### src/tsd_pkg.sv
// Shared types and constants for the tar stream header deframer.
`timescale 1ns / 1ps

package tsd_pkg;

  // Archive framing
  localparam int BLOCK_BYTES      = 512;
  localparam int BLOCK_LOG2       = $clog2(BLOCK_BYTES);
  localparam int HDR_IDX_W        = BLOCK_LOG2;
  localparam int SIZE_FIELD_FIRST = 124;
  localparam int SIZE_FIELD_LAST  = 135;
  localparam int TYPE_FIELD       = 156;
  localparam int POSITION_BITS_DEF = 40;

  // Field widths
  localparam int BYTE_W        = 8;
  localparam int STATUS_W      = 3;
  localparam int ENTRY_SIZE_W  = 36;
  localparam int SKIP_W        = 37;
  localparam int DATA_OFFSET_W = 40;
  localparam int OUT_TDATA_W   = 80;

  // Front-to-back queue
  localparam int QUEUE_DEPTH = 2;

  // Type flag characters
  localparam logic [BYTE_W-1:0] TYPE_FILE = 8'h30;  // '0'
  localparam logic [BYTE_W-1:0] TYPE_DIR  = 8'h35;  // '5'

  typedef enum logic [STATUS_W-1:0] {
    ST_FILE      = 3'd0,
    ST_DIR       = 3'd1,
    ST_ZERO_END  = 3'd2,
    ST_INPUT_END = 3'd3,
    ST_TRUNCATED = 3'd4,
    ST_BAD_TYPE  = 3'd5
  } status_t;

  // Size field parse state
  typedef enum logic [2:0] {
    PH_BLANK = 3'b001,
    PH_DIGIT = 3'b010,
    PH_STOP  = 3'b100
  } size_phase_t;

  // One classified beat, handed from the front to the back
  typedef struct packed {
    logic [BYTE_W-1:0] data;
    logic              last;
    logic              start;
    logic              blank;
    logic              digit;
    logic              nonzero;
  } tsd_item_t;

endpackage

### src/tsd_front.sv
// Input side: classifies each byte and queues it for the parser.
`timescale 1ns / 1ps

module tsd_front
  import tsd_pkg::*;
(
  input  logic              clk,
  input  logic              rst_n,
  input  logic [BYTE_W-1:0] in_tdata,
  input  logic              in_tlast,
  input  logic              in_tuser,
  input  logic              in_tvalid,
  output logic              in_tready,
  output tsd_item_t         item,
  output logic              item_valid,
  input  logic              item_pop
);

  localparam int PTR_W = (QUEUE_DEPTH > 1) ? $clog2(QUEUE_DEPTH) : 1;
  localparam int CNT_W = $clog2(QUEUE_DEPTH + 1);
  localparam logic [PTR_W-1:0] PTR_LAST  = PTR_W'(QUEUE_DEPTH - 1);
  localparam logic [CNT_W-1:0] CNT_FULL  = CNT_W'(QUEUE_DEPTH);

  tsd_item_t        q_r [QUEUE_DEPTH];
  logic [PTR_W-1:0] wr_ptr_r, wr_ptr_nxt;
  logic [PTR_W-1:0] rd_ptr_r, rd_ptr_nxt;
  logic [CNT_W-1:0] cnt_r, cnt_nxt;
  tsd_item_t        cls;
  logic             push;
  logic             pop;

  // Classify the incoming byte
  always_comb begin
    cls.data    = in_tdata;
    cls.last    = in_tlast;
    cls.start   = in_tuser;
    cls.blank   = (in_tdata == 8'h20) || (in_tdata inside {[8'h09:8'h0D]});
    cls.digit   = in_tdata inside {[8'h30:8'h37]};
    cls.nonzero = |in_tdata;
  end

  assign in_tready  = (cnt_r != CNT_FULL);
  assign item_valid = (cnt_r != '0);
  assign item       = q_r[rd_ptr_r];
  assign push       = in_tvalid && in_tready;
  assign pop        = item_pop && item_valid;

  // Pointer and fill count
  always_comb begin
    wr_ptr_nxt = wr_ptr_r;
    rd_ptr_nxt = rd_ptr_r;
    cnt_nxt    = cnt_r;
    if (push) begin
      wr_ptr_nxt = (wr_ptr_r == PTR_LAST) ? '0 : wr_ptr_r + 1'b1;
    end
    if (pop) begin
      rd_ptr_nxt = (rd_ptr_r == PTR_LAST) ? '0 : rd_ptr_r + 1'b1;
    end
    if (push && !pop) begin
      cnt_nxt = cnt_r + 1'b1;
    end else if (pop && !push) begin
      cnt_nxt = cnt_r - 1'b1;
    end
  end

  always_ff @(posedge clk) begin
    if (!rst_n) begin
      wr_ptr_r <= '0;
      rd_ptr_r <= '0;
      cnt_r    <= '0;
    end else begin
      wr_ptr_r <= wr_ptr_nxt;
      rd_ptr_r <= rd_ptr_nxt;
      cnt_r    <= cnt_nxt;
    end
  end

  // Queue storage
  always_ff @(posedge clk) begin
    if (push) begin
      q_r[wr_ptr_r] <= cls;
    end
  end

endmodule

### src/tsd_back.sv
// Parser side: header walk, size decode, data skip and the result register.
`timescale 1ns / 1ps

module tsd_back
  import tsd_pkg::*;
#(
  parameter int POSITION_BITS = POSITION_BITS_DEF
) (
  input  logic                     clk,
  input  logic                     rst_n,
  input  tsd_item_t                item,
  input  logic                     item_valid,
  output logic                     item_pop,
  output logic [OUT_TDATA_W-1:0]   out_tdata,
  output logic                     out_tlast,
  output logic                     out_tvalid,
  input  logic                     out_tready
);

  localparam logic [HDR_IDX_W-1:0] IDX_SIZE_FIRST = HDR_IDX_W'(SIZE_FIELD_FIRST);
  localparam logic [HDR_IDX_W-1:0] IDX_SIZE_LAST  = HDR_IDX_W'(SIZE_FIELD_LAST);
  localparam logic [HDR_IDX_W-1:0] IDX_TYPE       = HDR_IDX_W'(TYPE_FIELD);
  localparam logic [HDR_IDX_W-1:0] IDX_LAST       = HDR_IDX_W'(BLOCK_BYTES - 1);
  localparam int PAD_W = OUT_TDATA_W - STATUS_W - ENTRY_SIZE_W - DATA_OFFSET_W;

  // Parse state
  logic [POSITION_BITS-1:0] pos_r, pos_nxt, pos_e;
  logic [HDR_IDX_W-1:0]     hidx_r, hidx_nxt, hidx_e;
  logic [SKIP_W-1:0]        skip_r, skip_nxt, skip_e;
  logic [ENTRY_SIZE_W-1:0]  acc_r, acc_nxt, acc_e;
  size_phase_t              phase_r, phase_nxt, phase_e;
  logic [BYTE_W-1:0]        type_r, type_nxt, type_e;
  logic                     allz_r, allz_nxt, allz_e;
  logic                     zcnt_r, zcnt_nxt, zcnt_e;
  logic                     done_r, done_nxt, done_e;

  // Result register
  logic                     out_valid_r, out_valid_nxt;
  status_t                  out_status_r;
  logic [ENTRY_SIZE_W-1:0]  out_size_r;
  logic [DATA_OFFSET_W-1:0] out_off_r;
  logic                     out_fin_r;

  logic                     res_valid;
  status_t                  res_status;
  logic [ENTRY_SIZE_W-1:0]  res_size;
  logic [DATA_OFFSET_W-1:0] res_off;
  logic                     res_fin;
  logic [SKIP_W-1:0]        round_sum;
  logic [POSITION_BITS+DATA_OFFSET_W-1:0] pos_ext;
  logic                     pop;

  // Take a beat when the result slot is free or draining
  assign pop      = item_valid && (!out_valid_r || out_tready);
  assign item_pop = pop;

  // A start beat sees freshly cleared state
  always_comb begin
    if (item.start) begin
      pos_e   = '0;
      hidx_e  = '0;
      skip_e  = '0;
      acc_e   = '0;
      phase_e = PH_BLANK;
      type_e  = '0;
      allz_e  = 1'b1;
      zcnt_e  = 1'b0;
      done_e  = 1'b0;
    end else begin
      pos_e   = pos_r;
      hidx_e  = hidx_r;
      skip_e  = skip_r;
      acc_e   = acc_r;
      phase_e = phase_r;
      type_e  = type_r;
      allz_e  = allz_r;
      zcnt_e  = zcnt_r;
      done_e  = done_r;
    end
  end

  // Data size rounded up to whole blocks
  always_comb begin
    round_sum = {1'b0, acc_e} + SKIP_W'(BLOCK_BYTES - 1);
  end

  assign pos_ext = {{DATA_OFFSET_W{1'b0}}, pos_nxt};

  // Per-byte parse step
  always_comb begin
    pos_nxt    = pos_r;
    hidx_nxt   = hidx_r;
    skip_nxt   = skip_r;
    acc_nxt    = acc_r;
    phase_nxt  = phase_r;
    type_nxt   = type_r;
    allz_nxt   = allz_r;
    zcnt_nxt   = zcnt_r;
    done_nxt   = done_r;
    res_valid  = 1'b0;
    res_status = ST_INPUT_END;
    res_size   = '0;
    res_off    = '0;
    res_fin    = 1'b0;

    if (pop) begin
      pos_nxt   = pos_e;
      hidx_nxt  = hidx_e;
      skip_nxt  = skip_e;
      acc_nxt   = acc_e;
      phase_nxt = phase_e;
      type_nxt  = type_e;
      allz_nxt  = allz_e;
      zcnt_nxt  = zcnt_e;
      done_nxt  = done_e;

      if (!done_e) begin
        pos_nxt = pos_e + 1'b1;
        if (skip_e != '0) begin
          // data area
          skip_nxt = skip_e - 1'b1;
          if (item.last) begin
            res_valid  = 1'b1;
            res_status = ST_INPUT_END;
          end
        end else begin
          // header byte
          if (item.nonzero) begin
            allz_nxt = 1'b0;
          end
          if (hidx_e >= IDX_SIZE_FIRST && hidx_e <= IDX_SIZE_LAST) begin
            case (phase_e)
              PH_BLANK: begin
                if (!item.blank) begin
                  phase_nxt = item.digit ? PH_DIGIT : PH_STOP;
                end
              end
              PH_DIGIT: begin
                if (!item.digit) begin
                  phase_nxt = PH_STOP;
                end
              end
              PH_STOP: phase_nxt = PH_STOP;
              default: phase_nxt = PH_STOP;
            endcase
            if (phase_nxt == PH_DIGIT) begin
              acc_nxt = {acc_e[ENTRY_SIZE_W-4:0], 3'b000}
                        + {{(ENTRY_SIZE_W-3){1'b0}}, item.data[2:0]};
            end
          end
          if (hidx_e == IDX_TYPE) begin
            type_nxt = item.data;
          end
          if (hidx_e == IDX_LAST) begin
            // end of header block
            if (allz_nxt) begin
              zcnt_nxt = 1'b1;
              if (zcnt_e) begin
                res_valid  = 1'b1;
                res_status = ST_ZERO_END;
              end else if (item.last) begin
                res_valid  = 1'b1;
                res_status = ST_INPUT_END;
              end
            end else if (type_e == TYPE_FILE || type_e == TYPE_DIR) begin
              res_valid  = 1'b1;
              res_status = (type_e == TYPE_FILE) ? ST_FILE : ST_DIR;
              res_size   = acc_e;
              res_off    = pos_ext[DATA_OFFSET_W-1:0];
              skip_nxt   = {round_sum[SKIP_W-1:BLOCK_LOG2], {BLOCK_LOG2{1'b0}}};
            end else begin
              res_valid  = 1'b1;
              res_status = ST_BAD_TYPE;
            end
            hidx_nxt  = '0;
            acc_nxt   = '0;
            phase_nxt = PH_BLANK;
            type_nxt  = '0;
            allz_nxt  = 1'b1;
          end else begin
            hidx_nxt = hidx_e + 1'b1;
            if (item.last) begin
              res_valid  = 1'b1;
              res_status = ST_TRUNCATED;
            end
          end
        end
        if (res_valid) begin
          res_fin = item.last || (res_status != ST_FILE && res_status != ST_DIR);
          if (res_fin) begin
            done_nxt = 1'b1;
          end
        end
      end
    end
  end

  // Result slot valid
  always_comb begin
    out_valid_nxt = out_valid_r;
    if (pop) begin
      out_valid_nxt = res_valid;
    end else if (out_tready) begin
      out_valid_nxt = 1'b0;
    end
  end

  always_ff @(posedge clk) begin
    if (!rst_n) begin
      pos_r       <= '0;
      hidx_r      <= '0;
      skip_r      <= '0;
      acc_r       <= '0;
      phase_r     <= PH_BLANK;
      type_r      <= '0;
      allz_r      <= 1'b1;
      zcnt_r      <= 1'b0;
      done_r      <= 1'b0;
      out_valid_r <= 1'b0;
    end else begin
      pos_r       <= pos_nxt;
      hidx_r      <= hidx_nxt;
      skip_r      <= skip_nxt;
      acc_r       <= acc_nxt;
      phase_r     <= phase_nxt;
      type_r      <= type_nxt;
      allz_r      <= allz_nxt;
      zcnt_r      <= zcnt_nxt;
      done_r      <= done_nxt;
      out_valid_r <= out_valid_nxt;
    end
  end

  // Result payload
  always_ff @(posedge clk) begin
    if (pop && res_valid) begin
      out_status_r <= res_status;
      out_size_r   <= res_size;
      out_off_r    <= res_off;
      out_fin_r    <= res_fin;
    end
  end

  assign out_tvalid = out_valid_r;
  assign out_tlast  = out_fin_r;
  assign out_tdata  = {{PAD_W{1'b0}}, out_off_r, out_size_r, out_status_r};

endmodule

### src/tar_stream_header_deframer.sv
// Top level of the tar stream header deframer.
`timescale 1ns / 1ps

// Takes a tar archive one byte per beat and reports result beats for its headers:
// file or directory entries with their octal size and the stream offset of
// their data, the end of the archive, truncation or an unsupported type.
// The block takes one byte per clock cycle, sustained, as long as results
// are drained; a result is registered when the parser takes the header's
// last byte from the queue. The parser handles one byte per cycle while its
// result register is free or draining; a two-beat queue between the input
// classifier and the parser and the result register let either side stall
// alone. After a final result (out_tlast high) further bytes are dropped
// until a beat with in_tuser set restarts parsing at offset zero.

module tar_stream_header_deframer
  import tsd_pkg::*;
#(
  parameter int POSITION_BITS = POSITION_BITS_DEF
) (
  input  logic                   clk,
  input  logic                   rst_n,
  // in_tdata: [7:0] stream_byte; in_tlast: is_last
  input  logic [BYTE_W-1:0]      in_tdata,
  input  logic                   in_tlast,
  // in_tuser: [0] start_archive
  input  logic                   in_tuser,
  input  logic                   in_tvalid,
  output logic                   in_tready,
  // out_tdata: [2:0] status, [38:3] entry_size, [78:39] data_offset, [79] zero
  output logic [OUT_TDATA_W-1:0] out_tdata,
  // out_tlast: final_res
  output logic                   out_tlast,
  output logic                   out_tvalid,
  input  logic                   out_tready
);

  tsd_item_t item;
  logic      item_valid;
  logic      item_pop;

  tsd_front u_front (
    .clk        (clk),
    .rst_n      (rst_n),
    .in_tdata   (in_tdata),
    .in_tlast   (in_tlast),
    .in_tuser   (in_tuser),
    .in_tvalid  (in_tvalid),
    .in_tready  (in_tready),
    .item       (item),
    .item_valid (item_valid),
    .item_pop   (item_pop)
  );

  tsd_back #(
    .POSITION_BITS (POSITION_BITS)
  ) u_back (
    .clk        (clk),
    .rst_n      (rst_n),
    .item       (item),
    .item_valid (item_valid),
    .item_pop   (item_pop),
    .out_tdata  (out_tdata),
    .out_tlast  (out_tlast),
    .out_tvalid (out_tvalid),
    .out_tready (out_tready)
  );

  // Any result other than an entry ends parsing
  a_nonentry_final: assert property (@(posedge clk) disable iff (!rst_n)
    out_tvalid && out_tdata[2:0] != ST_FILE && out_tdata[2:0] != ST_DIR |-> out_tlast)
    else $error("non-entry result without final flag");

  // Non-entry results carry no size or offset
  a_nonentry_zero: assert property (@(posedge clk) disable iff (!rst_n)
    out_tvalid && out_tdata[2:0] != ST_FILE && out_tdata[2:0] != ST_DIR
      |-> out_tdata[OUT_TDATA_W-1:STATUS_W] == '0)
    else $error("non-entry result with size or offset");

  // Input only stalls while the queue holds beats
  a_stall_has_items: assert property (@(posedge clk) disable iff (!rst_n)
    !in_tready |-> item_valid)
    else $error("input stalled with empty queue");

endmodule

### config.mk
export PLATFORM = sky130hd
export DESIGN_NAME = tar_stream_header_deframer
export DESIGN_NICKNAME = d
export VERILOG_FILES = /design/src/tsd_pkg.sv /design/src/tsd_front.sv /design/src/tsd_back.sv /design/src/tar_stream_header_deframer.sv
export SDC_FILE = /design/constraint.sdc
export NUM_CORES = 1
export LEC_CHECK = 0
export BUFFER_PORTS_ARGS = -buffer_cell sky130_fd_sc_hd__buf_2
export CAP_MARGIN = 20
export CELL_PAD_IN_SITES_DETAIL_PLACEMENT = 0
export CELL_PAD_IN_SITES_GLOBAL_PLACEMENT = 1
export CORE_ASPECT_RATIO = 1.75
export CORE_MARGIN = 2
export CORE_UTILIZATION = 50
export DETAILED_ROUTE_END_ITERATION = 10
export MAX_ROUTING_LAYER = met4
export PLACE_DENSITY_LB_ADDON = 0.1
export RECOVER_POWER = 25
export SLEW_MARGIN = 30
export SYNTH_ARGS = -nofsm -noshare
export SYNTH_HDL_FRONTEND = slang
export SYNTH_SLANG_ARGS = --single-unit
### constraint.sdc
create_clock -name clk -period 11.41 [get_ports clk]
set_input_delay 2.282 -clock clk [delete_from_list [all_inputs] [get_ports clk]]
set_output_delay 2.282 -clock clk [all_outputs]
set_load 0.01 [all_outputs]
==> results.cfg <==
[placement]
routabilityCongestion = 0.924
minimum_setup_slack_after_placement_ns = 6.34
port_buffers = 95
dpl.hpwl_mm = 24.8

[setup_path]
critical_path.startpoint_type = input pin
crit_family = buffers and inverters
timing.critical_path.slowest_cell_delay_ns = 1.77
crit_type = input pin to register
critical_path.cell_chain = clkbuf_1 > clkinv_1 > clkbuf_1 > nor2_1 > and3_1 > a31o_2 > a22o_1
crit_path_end_kind = register
worstPathMaxFanout = 44
worst_ep_required_time_ns = 11.84
critical_path_arrival_ns = 6.47
path_common_cell = clkbuf_1
cp_num_buf_inv = 3
crit_path_top_delay_cell = clkbuf_1

[layout]
n_diodes = 0
area_grow_syn2layout_pct = 12.0
most_frequent_cells_in_the_layout = 143 x nand2_1, 142 x dfxtp_1, 131 x nor2_1, 106 x edfxtp_1, 72 x o21ai_0
finalCoreUtilization_pct = 57.1
layout.cells.most_common = nand2_1
final_net_count = 1412
post_route_cells_drive_above_1_share_pct = 9.01

[routing]
drt_drc_violations_left = 0
initialDrtViolationCount = 614
drt_pre_antenna_iters = 5
final_antenna_net_count = 0
route.detailed.wl_per_inst_um = 20.7
routed_via_density = 6.06
route.vias.total = 10400
route.final.wire_length_mm = 35.5

[synth]
synth-seq-area-share_pct = 49.2
yosysWarningCount = 0
yosys.cell_types.count = 73
net_count_synth = 1357
netlist_instances = 1336
syn_area_sq_um = 12200
synth_ff_type = dfxtp_1
synth.avg_cell_area_sq_um = 9.16
ys_async_sr_fraction_pct = 0
number_of_flops_mapped_to_enable_cells_by_yosys = 106
synth.ff_latch_count = 248

[sta]
timing.fmax_mhz = 166
layout_min_cycle_time_ns = 6.04
report.final.slew_viol_count = 45
grt_setup_unrepaired = no
timing_worst_slew_pin_value_ns = 2.47
final.hold.worst_slack_ns = 0.457
slew-limit-headroom_pct = -64.5
final.period_utilization_pct = 52.9
post-route-worst-setup-slack_ns = 5.37
report.final.hold_viol_count = 0
timing.final.setup_violations = 0
final.setup.tns_ns = 0
finClkSkew_ns = 0.0188

[clock_tree]
worstSkewPairLatency_ns = 0.55
post_cts_buffers = 0
clock_root_buffer_master = clkbuf_16
cts_max_path_buffers = 3
cts_inserted_buffers = 24
worst_setup_hold_path_clk_slew_ns = 0.06
postCtsResizedCells = 0
post_cts_hold_buffer_count = 0
cts.sinks = 248
tritoncts = yes
clock_tree.htree_level_count = 1

[flow_run]
max-cap-violations = 1

[grt]
number_of_global_route_vias_before_repair = 10100
globalRouteTotalUtil_pct = 28.5
grt_max_degree = 81
grt_antenna_before_repair = 0
grt_pass1_wl_mm = 55.4
globalRoute.totalOverflow = 0

[floorplanning]
number_of_placement_rows = 75
width_of_the_die_um = 122
initial_core_util_pct = 51.0
top_level_ports = 97
die_h_um = 211
dieArea_sq_um = 25800
core_sq_um = 24000

[hold_path]
min_path_type = register to register

[power]
leakage_uw = 0.00477
design_power_total_uw = 3300
power_per_cell_area_nw_per_um2 = 240
ir_drop_mv = 0.148

[status]
outcome = finished, violations left
violations_in_the_final_reports = capacitance limit, slew limit
worst min-delay path, delay by kind of cell, from the launching register on:
family	cells	cell delay (ns)
AO/OA/AOI/OAI	1	0.05
flip-flops	1	0.33
AND/OR/NAND/NOR	1	0.05
stage by stage:
step / instance area, sq um / cells
floorplan: 12200 / 1336
global placement: 12900 / 1673
detailed placement: 12900 / 1673
CTS: 13800 / 1717
global route: 13700 / 1717
finish: 13700 / 1717
routing by layer:
layer | track usage, % | up-vias | share of wire, %
met2 | 49.6 | 354 | 52
met1 | 30.2 | 4940 | 36
met5 | - | - | 0
li1 | - | 4978 | -
met3 | 3.05 | 134 | 4.5
met4 | 18.2 | 0 | 7.1
synth_stat cells (13+ instances only):
library cell	number	area share, %
a21oi_1	71	2.9
a22oi_1	13	0.80
a31oi_1	22	1.1
and2_1	65	3.3
and3_1	47	2.4
clkbuf_1	66	2.0
dfxtp_1	142	23
edfxtp_1	106	26
inv_1	21	0.64
mux2i_1	13	1.1
nand2_1	144	4.4
nand3_1	44	1.8
nand4_1	28	1.4
nor2_1	133	4.1
nor3_1	38	1.6
nor4_1	24	1.2
o21ai_0	72	2.9
or3_1	17	0.87
xnor2_1	39	2.8
xor2_1	34	2.4
worst paths after layout:
check	startpoint	endpoint	slack, ns	cells after the start
worst max register to register	register	u_back.acc_r[16]	6.34	13
worst min register to register	u_back.type_r[3]	u_back.type_r[3]	0.46	2
worst max-delay path	rst_n	u_back.acc_r[26]	5.37	7
worst min-delay path	u_back.type_r[3]	u_back.type_r[3]	0.46	2
sequential cells by signal (all words and copies together) (netlist names), 8 cells and up, named ones only:
register,flops
u_back.skip_r,37
u_back.pos_r,40
u_back.hidx_r,9
u_back.out_off_r,40
u_front.q_r,26
u_back.out_size_r,36
u_back.acc_r,36
u_back.type_r,8
report_power, final:
part	internal (uW)	switching [uW]	total (uW)	leakage, uW
Clock	485	363	849	0.000406
Sequential	1110	135	1250	0.00215
Combinational	376	823	1200	0.00222
Total	1980	1320	3300	0.00477
final cells by class:
type	count	area, sq um
Fill cell	2285	10300
Sequential cell	248	6030
Multi-Input combinational cell	981	5840
Clock buffer	28	657
Timing Repair Buffer	114	542
Tap cell	308	385
Clock inverter	16	178
Inverter	22	83.8
logic make-up after synthesis:
kind of cell / count (synthesis) / share of synthesized area (%)
and+or+nand+nor: 599 / 24.9
AOI/OAI and AO/OA: 280 / 14.7
DFF: 248 / 49.2
buffers and inverters: 107 / 3.45
xor gates and xnor gates: 73 / 5.22
muxes: 21 / 1.80
adders and majority gates: 7 / 0.715
other: 1 / 0.0306
No activity file was read; power rests on OpenSTA's default activity.
